### src/sv/itoa_pkg.sv
// shared constants, types and helpers for the integer to radix ascii converter
`timescale 1ns / 1ps

package itoa_pkg;

    localparam int VALUE_BITS = 32;
    localparam int IDX_W      = $clog2(VALUE_BITS);
    localparam int CNT_W      = $clog2(VALUE_BITS + 1);
    localparam int DIGIT_W    = 6;
    localparam int RADIX_W    = 6;
    localparam int CHAR_W     = 7;
    localparam int NUMBER_W   = 32;

    localparam logic [RADIX_W-1:0] RADIX_RESET = RADIX_W'(10);
    localparam logic [RADIX_W-1:0] MIN_RADIX   = RADIX_W'(2);
    localparam logic [RADIX_W-1:0] MAX_RADIX   = RADIX_W'(36);
    localparam logic [CHAR_W-1:0]  MINUS_CODE  = CHAR_W'(45);
    localparam logic [CHAR_W-1:0]  EMPTY_CODE  = CHAR_W'(0);
    localparam logic [CHAR_W-1:0]  ZERO_CODE   = CHAR_W'(48);
    localparam logic [CHAR_W-1:0]  ALPHA_BASE  = CHAR_W'(87);

    typedef enum logic [2:0] {
        ST_IDLE,
        ST_EMPTY,
        ST_DIVIDE,
        ST_SIGN,
        ST_READ,
        ST_EMIT
    } itoa_state_t;

    // one digit per divide step, done when the quotient reaches zero
    typedef struct packed {
        logic               digit_valid;
        logic               done;
        logic [DIGIT_W-1:0] digit;
    } itoa_div_status_t;

    function automatic logic [CHAR_W-1:0] digit_char(input logic [DIGIT_W-1:0] d);
        logic [CHAR_W-1:0] base;
        base = (d < DIGIT_W'(10)) ? ZERO_CODE : ALPHA_BASE;
        return base + {1'b0, d};
    endfunction

endpackage

### src/sv/itoa_div_serial.sv
// bit-serial repeated divider: peels off one remainder digit per pass over the value
`timescale 1ns / 1ps

module itoa_div_serial (
    input  logic                                 clk,
    input  logic                                 rst_n,
    input  logic                                 start,
    input  logic [itoa_pkg::VALUE_BITS-1:0]      value,
    input  logic [itoa_pkg::RADIX_W-1:0]         radix,
    output itoa_pkg::itoa_div_status_t           status
);
    import itoa_pkg::*;

    logic                  busy_reg, busy_next;
    logic [VALUE_BITS-1:0] quot_reg, quot_next;
    logic [DIGIT_W-1:0]    rem_reg, rem_next;
    logic [IDX_W-1:0]      bit_cnt_reg, bit_cnt_next;

    logic [DIGIT_W:0]      trial;
    logic [DIGIT_W:0]      diff;
    logic                  fits;
    logic [DIGIT_W-1:0]    rem_new;
    logic [VALUE_BITS-1:0] quot_new;
    logic                  last_bit;

    // restoring division, one dividend bit per cycle
    assign trial    = {rem_reg, quot_reg[VALUE_BITS-1]};
    assign fits     = trial >= {1'b0, radix};
    assign diff     = trial - {1'b0, radix};
    assign rem_new  = fits ? diff[DIGIT_W-1:0] : trial[DIGIT_W-1:0];
    assign quot_new = {quot_reg[VALUE_BITS-2:0], fits};
    assign last_bit = bit_cnt_reg == IDX_W'(VALUE_BITS - 1);

    always_comb
    begin
        busy_next    = busy_reg;
        quot_next    = quot_reg;
        rem_next     = rem_reg;
        bit_cnt_next = bit_cnt_reg;
        status       = '0;
        if (start)
        begin
            busy_next    = 1'b1;
            quot_next    = value;
            rem_next     = '0;
            bit_cnt_next = '0;
        end
        else if (busy_reg)
        begin
            quot_next    = quot_new;
            rem_next     = rem_new;
            bit_cnt_next = bit_cnt_reg + IDX_W'(1);
            if (last_bit)
            begin
                status.digit_valid = 1'b1;
                status.digit       = rem_new;
                status.done        = quot_new == '0;
                rem_next           = '0;
                bit_cnt_next       = '0;
                busy_next          = quot_new != '0;
            end
        end
    end

    always_ff @(posedge clk or negedge rst_n)
    begin
        if (!rst_n)
        begin
            busy_reg    <= 1'b0;
            quot_reg    <= '0;
            rem_reg     <= '0;
            bit_cnt_reg <= '0;
        end
        else
        begin
            busy_reg    <= busy_next;
            quot_reg    <= quot_next;
            rem_reg     <= rem_next;
            bit_cnt_reg <= bit_cnt_next;
        end
    end

    a_start_idle: assert property (@(posedge clk) disable iff (!rst_n)
        start |-> !busy_reg)
        else $error("divider started while busy");

    a_done_frees: assert property (@(posedge clk) disable iff (!rst_n)
        status.done |=> !busy_reg)
        else $error("divider still busy after last digit");

    a_rem_below_radix: assert property (@(posedge clk) disable iff (!rst_n)
        busy_reg |-> rem_reg < radix)
        else $error("partial remainder reached the radix");

endmodule

### src/sv/integer_to_radix_ascii_top.sv
// top level: signed integer to ascii string in a configurable radix
`timescale 1ns / 1ps

// channel  | dir | handshake           | payload
// ---------+-----+---------------------+------------------------------------
// input    | in  | in_valid / in_stall | number[31:0] signed
// output   | out | out_valid/out_stall | char_code[6:0], is_last, is_empty
// config   | in  | cfg_wr_en           | cfg_wr_data[5:0] = radix
//
// one number at a time: each digit takes one pass of the bit-serial divider over
// all VALUE_BITS bits of the value, then each character goes out through the
// registered digit store read
// an invalid radix gives a single empty beat
// asynchronous active-low reset; radix returns to 10, digit store is not cleared
// output stall holds the output register and pauses the sign and emit steps; the digit store holds the rest

module integer_to_radix_ascii_top (
    input  logic                            clk,
    input  logic                            rst_n,
    input  logic                            cfg_wr_en,
    input  logic [itoa_pkg::RADIX_W-1:0]    cfg_wr_data,
    input  logic                            in_valid,
    output logic                            in_stall,
    input  logic [itoa_pkg::NUMBER_W-1:0]   number,
    output logic                            out_valid,
    input  logic                            out_stall,
    output logic [itoa_pkg::CHAR_W-1:0]     char_code,
    output logic                            is_last,
    output logic                            is_empty
);
    import itoa_pkg::*;

    itoa_state_t state_reg, state_next;

    logic [RADIX_W-1:0]    radix_reg;
    logic [CNT_W-1:0]      digit_cnt_reg, digit_cnt_next;
    logic                  neg_reg, neg_next;
    logic [IDX_W-1:0]      rd_idx_reg, rd_idx_next;
    logic [DIGIT_W-1:0]    rd_data_reg;

    // output register, parts the emit logic from the downstream stall
    logic                  out_valid_reg, out_valid_next;
    logic [CHAR_W-1:0]     char_reg, char_next;
    logic                  last_reg, last_next;
    logic                  empty_reg, empty_next;
    logic                  out_load;
    logic                  out_free;

    // digit store, least significant digit at index 0
    logic [DIGIT_W-1:0]    digit_store [VALUE_BITS];

    logic                  in_accept;
    logic                  radix_ok;
    logic [VALUE_BITS-1:0] raw;
    logic                  raw_neg;
    logic [VALUE_BITS-1:0] mag;
    logic                  div_start;
    itoa_div_status_t      div_status;

    assign in_stall  = state_reg != ST_IDLE;
    assign in_accept = in_valid && !in_stall;
    assign radix_ok  = (radix_reg >= MIN_RADIX) && (radix_reg <= MAX_RADIX);
    assign raw       = number[VALUE_BITS-1:0];
    assign raw_neg   = raw[VALUE_BITS-1];
    // unsigned magnitude, so the most negative value stays correct
    assign mag       = raw_neg ? (~raw + VALUE_BITS'(1)) : raw;
    assign out_free  = !out_valid_reg || !out_stall;

    assign div_start = in_accept && radix_ok;

    itoa_div_serial u_div (
        .clk    (clk),
        .rst_n  (rst_n),
        .start  (div_start),
        .value  (mag),
        .radix  (radix_reg),
        .status (div_status)
    );

    // next state
    always_comb
    begin
        state_next = state_reg;
        case (state_reg)
            ST_IDLE:
            begin
                if (in_accept)
                    state_next = radix_ok ? ST_DIVIDE : ST_EMPTY;
            end
            ST_EMPTY:
            begin
                if (out_free)
                    state_next = ST_IDLE;
            end
            ST_DIVIDE:
            begin
                if (div_status.done)
                    state_next = neg_reg ? ST_SIGN : ST_READ;
            end
            ST_SIGN:
            begin
                // read of the top digit completes while the sign waits
                if (out_free)
                    state_next = ST_EMIT;
            end
            ST_READ:
            begin
                state_next = ST_EMIT;
            end
            ST_EMIT:
            begin
                if (out_free)
                    state_next = (rd_idx_reg == '0) ? ST_IDLE : ST_READ;
            end
            default:
            begin
                state_next = ST_IDLE;
            end
        endcase
    end

    // datapath and output beat selection
    always_comb
    begin
        digit_cnt_next = digit_cnt_reg;
        neg_next       = neg_reg;
        rd_idx_next    = rd_idx_reg;
        out_load       = 1'b0;
        char_next      = char_reg;
        last_next      = last_reg;
        empty_next     = empty_reg;
        case (state_reg)
            ST_IDLE:
            begin
                if (in_accept)
                begin
                    digit_cnt_next = '0;
                    neg_next       = radix_ok && raw_neg;
                end
            end
            ST_EMPTY:
            begin
                if (out_free)
                begin
                    out_load   = 1'b1;
                    char_next  = EMPTY_CODE;
                    last_next  = 1'b1;
                    empty_next = 1'b1;
                end
            end
            ST_DIVIDE:
            begin
                if (div_status.digit_valid)
                    digit_cnt_next = digit_cnt_reg + CNT_W'(1);
                // top digit sits at the slot being written now
                if (div_status.done)
                    rd_idx_next = digit_cnt_reg[IDX_W-1:0];
            end
            ST_SIGN:
            begin
                if (out_free)
                begin
                    out_load   = 1'b1;
                    char_next  = MINUS_CODE;
                    last_next  = 1'b0;
                    empty_next = 1'b0;
                end
            end
            ST_READ:
            begin
            end
            ST_EMIT:
            begin
                if (out_free)
                begin
                    out_load   = 1'b1;
                    char_next  = digit_char(rd_data_reg);
                    last_next  = rd_idx_reg == '0;
                    empty_next = 1'b0;
                    if (rd_idx_reg != '0)
                        rd_idx_next = rd_idx_reg - IDX_W'(1);
                end
            end
            default:
            begin
            end
        endcase
        out_valid_next = out_load || (out_valid_reg && out_stall);
    end

    always_ff @(posedge clk or negedge rst_n)
    begin
        if (!rst_n)
        begin
            state_reg     <= ST_IDLE;
            radix_reg     <= RADIX_RESET;
            digit_cnt_reg <= '0;
            neg_reg       <= 1'b0;
            rd_idx_reg    <= '0;
            out_valid_reg <= 1'b0;
        end
        else
        begin
            state_reg     <= state_next;
            digit_cnt_reg <= digit_cnt_next;
            neg_reg       <= neg_next;
            rd_idx_reg    <= rd_idx_next;
            out_valid_reg <= out_valid_next;
            if (cfg_wr_en)
                radix_reg <= cfg_wr_data;
        end
    end

    // output payload, no reset needed
    always_ff @(posedge clk)
    begin
        char_reg  <= char_next;
        last_reg  <= last_next;
        empty_reg <= empty_next;
    end

    // digit store: at most one write and one registered read per cycle
    always_ff @(posedge clk)
    begin
        if (div_status.digit_valid)
            digit_store[digit_cnt_reg[IDX_W-1:0]] <= div_status.digit;
        rd_data_reg <= digit_store[rd_idx_reg];
    end

    assign out_valid = out_valid_reg;
    assign char_code = char_reg;
    assign is_last   = last_reg;
    assign is_empty  = empty_reg;

    a_empty_is_last: assert property (@(posedge clk) disable iff (!rst_n)
        out_valid_reg && empty_reg |-> last_reg)
        else $error("empty beat not flagged last");

    a_digit_in_divide: assert property (@(posedge clk) disable iff (!rst_n)
        div_status.digit_valid |-> state_reg == ST_DIVIDE)
        else $error("divider digit outside divide phase");

    a_count_bound: assert property (@(posedge clk) disable iff (!rst_n)
        digit_cnt_reg <= CNT_W'(VALUE_BITS))
        else $error("digit count beyond store depth");

    a_accept_leaves_idle: assert property (@(posedge clk) disable iff (!rst_n)
        in_accept |=> state_reg != ST_IDLE)
        else $error("accepted number did not start work");

    a_load_when_free: assert property (@(posedge clk) disable iff (!rst_n)
        out_valid_reg && out_stall |=> $stable(char_reg) && $stable(last_reg))
        else $error("stalled output beat changed");

endmodule
### config.mk
export PLATFORM = sky130hd
export DESIGN_NAME = integer_to_radix_ascii_top
export DESIGN_NICKNAME = d
export VERILOG_FILES = /design/src/sv/itoa_pkg.sv /design/src/sv/itoa_div_serial.sv /design/src/sv/integer_to_radix_ascii_top.sv
export SDC_FILE = /design/constraint.sdc
export NUM_CORES = 1
export LEC_CHECK = 0
export BUFFER_PORTS_ARGS = -buffer_cell sky130_fd_sc_hd__buf_2
export CAP_MARGIN = 0
export CORE_ASPECT_RATIO = 1.25
export CORE_MARGIN = 1
export CORE_UTILIZATION = 35
export CTS_CLUSTER_SIZE = 14
export DETAILED_ROUTE_END_ITERATION = 12
export GPL_TIMING_DRIVEN = 0
export PLACE_DENSITY_LB_ADDON = 0.25
export SLEW_MARGIN = 20
export SYNTH_ARGS = -nofsm -noshare
export SYNTH_HDL_FRONTEND = slang
export SYNTH_HIERARCHICAL = 1
export SYNTH_SLANG_ARGS = --single-unit
### constraint.sdc
create_clock -name clk -period 6.67 [get_ports clk]
set_input_delay 0 -clock clk [delete_from_list [all_inputs] [get_ports clk]]
set_output_delay 0 -clock clk [all_outputs]
set_load 0.02 [all_outputs]
==> impl_metrics.json <==
{
  "status": "complete, but fails checks",
  "violations": "hold timing",
  "worstPathCellList": "o21ai_0, nand2_1, a22o_1, nor2_1, buf_4, nor2b_1, nand2_1, inv_1, nand2_1, nor2_1",
  "synthesis.nets": 1028,
  "synth_most_common_cell": "edfxtp_1",
  "hold_violations": 2,
  "cts_resized": 0,
  "path_common_cell": "nand2_1",
  "postRouteAntennaNets": 0,
  "numCtsBuffers": 28,
  "syn_area_um2": 12540,
  "hold-worst-slack_ns": -0.007938,
  "largest_register_ffs": 192,
  "syn_to_final_growth_pct": 20.40,
  "coreArea_um2": 35360,
  "num_io_pins": 54,
  "p_leak_nw": 5.642,
  "firstDrtPassIters": 5,
  "syn_inst": 966,
  "powerDensity_nw_per_um2": 334.7,
  "dp_hpwl_um": 20150,
  "fin_skew_ns": 0.01192,
  "fmax_ghz": 0.2885,
  "relSlewSlack_pct": 34.35,
  "endpoint_kind": "flip-flop",
  "worst_pin_slew_ns": 0.9600,
  "worstPathMaxFanout": 9,
  "vias": 8143,
  "ys_seq_area_share_pct": 62.08,
  "synthTopCellsByCount": "edfxtp_1, mux2i_1, nand2_1",
  "tns_ns": 0,
  "cts_setup_buffers": 0,
  "portBuffers": 52,
  "drive_gt1_share_pct": 14.06,
  "clk_path_buf_depth": 3,
  "synth_area_per_cell_um2": 12.98,
  "hp-class": "primary input to async pin",
  "vdd_drop_max_mv": 0.2153,
  "grt_max_degree": 57,
  "synth-async-reset-ratio_pct": 23.90,
  "row_count": 77,
  "cp.required_ns": 6.84,
  "clkSinkCount": 272,
  "clk_latency_ns": 0.54,
  "gp_congestion": 0.8184,
  "period_needed_ns": 3.466,
  "dieWidth_um": 171.3,
  "synth_adder_area_share_pct": 2.016,
  "first_global_vias": 8395,
  "die_area_um2": 36590,
  "drc_errors": 0,
  "cpPeakStageDelay_ns": 0.65,
  "yosys.area.top_type": "edfxtp_1",
  "clockRootBuffer": "clkbuf_16",
  "viasPerCell": 5.048,
  "rsz0062_at_grt": "no",
  "fin_crit_sh_pct": 51.97,
  "p_total_w": 0.005053,
  "synthMuxAreaShare_pct": 11.05,
  "setup_violations": 0,
  "cp.arrival_ns": 3.64,
  "die_y_um": 213.6,
  "wire_per_inst_um": 18.08,
  "ys_warn_count": 6,
  "start_util_pct": 35.46,
  "final_util_pct": 42.70,
  "antenna_found_initial": 1,
  "track_usage_pct": 16.37,
  "synth_cell_types": 70,
  "drt-total-wl_um": 29160,
  "ys_ff_latch": 272,
  "critical_path_class": "flip-flop to flip-flop",
  "cts_tree": "built",
  "drtIter0Drc": 541,
  "clk_pin_slew_ns": 0.06,
  "nNetsFinal": 1178,
  "synthSimpleGateAreaFrac_pct": 10.09,
  "ctsHoldBuffers": 64,
  "synth_top_family_by_area": "multiplexers",
  "synthTopCellsByArea": "edfxtp_1, dfrtp_1, mux2i_1",
  "start_kind": "flip-flop",
  "synth_compound_area_share_pct": 9.729,
  "max_cap_viol_count": 0,
  "htree_levels": 1,
  "overflow": 0,
  "synth_top_area_share_pct": 48.13,
  "synthXorXnorAreaFrac_pct": 2.724,
  "crit_path_top_delay_cell": "nor2_1",
  "slew_violations": 0,
  "ys.flop_type": "edfxtp_1",
  "grt_pass1_wl_um": 45240,
  "synth_edf_count": 201
}
-- routing by layer --
metal	vias to the layer above	global-route usage (%)	part of all wire [%]
met5	-	0	0
li1	3911	-	-
met2	178	30.32	53
met4	0	5.696	2.6
met3	43	1.883	4.0
met1	4011	19.46	41
-- area by class of cell --
| class | count | area, um2 |
|---|---|---|
| multi-input combinational | 627 | 4509 |
| buffer | 47 | 215.2 |
| clock inverter | 7 | 90.09 |
| sequential | 272 | 7785 |
| timing repair buffer | 120 | 1001 |
| tap | 474 | 593.1 |
| clock buffer | 45 | 825.8 |
| inverter | 20 | 75.07 |
| antenna | 1 | 2.502 |
| fill | 3322 | 20260 |
-- final timing paths --
check | startpoint | slack (ns) | cells past startpoint | endpoint
worst max-delay path | radix_reg[1] | 3.20 | 10 | digit_store[6][3]
worst min-delay path | rst_n | -0.008 | 3 | out_valid
worst max register to register | radix_reg[1] | 3.20 | 10 | digit_store[6][3]
worst min register to register | u_div/bit_cnt_reg[3] | 0.48 | 1 | u_div/bit_cnt_reg[3]
max in group asynchronous | rst_n | 5.77 | 3 | digit_cnt_reg[3]
min in group clk | number[0] | 0.26 | 4 | u_div/quot_reg[0]
-- metrics by stage --
stage | instances | area [um2] | setup slack (ns)
floorplan | 966 | 12540 | 3.853
global placement | 1492 | 13390 | 2.625
detailed placement | 1496 | 13540 | 3.160
CTS | 1612 | 15090 | 3.139
global route | 1613 | 15100 | 3.020
finish | 1613 | 15100 | 3.204
-- power by group --
part	switching (W)	internal [W]
combinational	0.000787	0.000538
sequential	0.000162	0.00201
clock	0.000630	0.000923
-- placed cells by master, fill, tap and decap left out, types with 6 or more instances in the layout --
master         count
o31ai_2            6
a2111oi_0          6
nand3_1           26
a31oi_1            7
clkbuf_16         29
edfxtp_1         201
inv_1             20
a22o_1             7
nor2b_1           15
xnor2_1           32
a211oi_1           7
dlygate4sd3_1     64
nand2b_1           6
a22oi_1           30
clkbuf_1          33
dfrtp_1           63
ha_1              17
nor2_1            64
nand2_1           81
nor2_4             6
nor4_1             8
a21oi_1           25
mux2i_1          129
xor2_1             7
mux2_2             7
a21o_1             7
buf_2             70
o21ai_0           61
dfxtp_1            6
-- logic make-up (layout without fill, tap and decap cells) --
| logic type | count (synthesis) | after routing |
|---|---|---|
| buffers and inverters | 67 | 239 |
| other | 0 | 1 |
| AND/OR/NAND/NOR | 252 | 252 |
| multiplexers | 137 | 137 |
| adder cells (fa/ha/maj) | 19 | 19 |
| flip-flops | 272 | 272 |
| XOR/XNOR | 39 | 39 |
| AO/OA/AOI/OAI | 180 | 180 |
-- critical path: cells and delay by family (launching register included) --
kind | cells | cell delay, ns
buf+inv | 2 | 0.51
flops | 1 | 0.55
simple gates | 6 | 1.69
compound gates | 2 | 0.34
(Power assumes the default switching activity.)
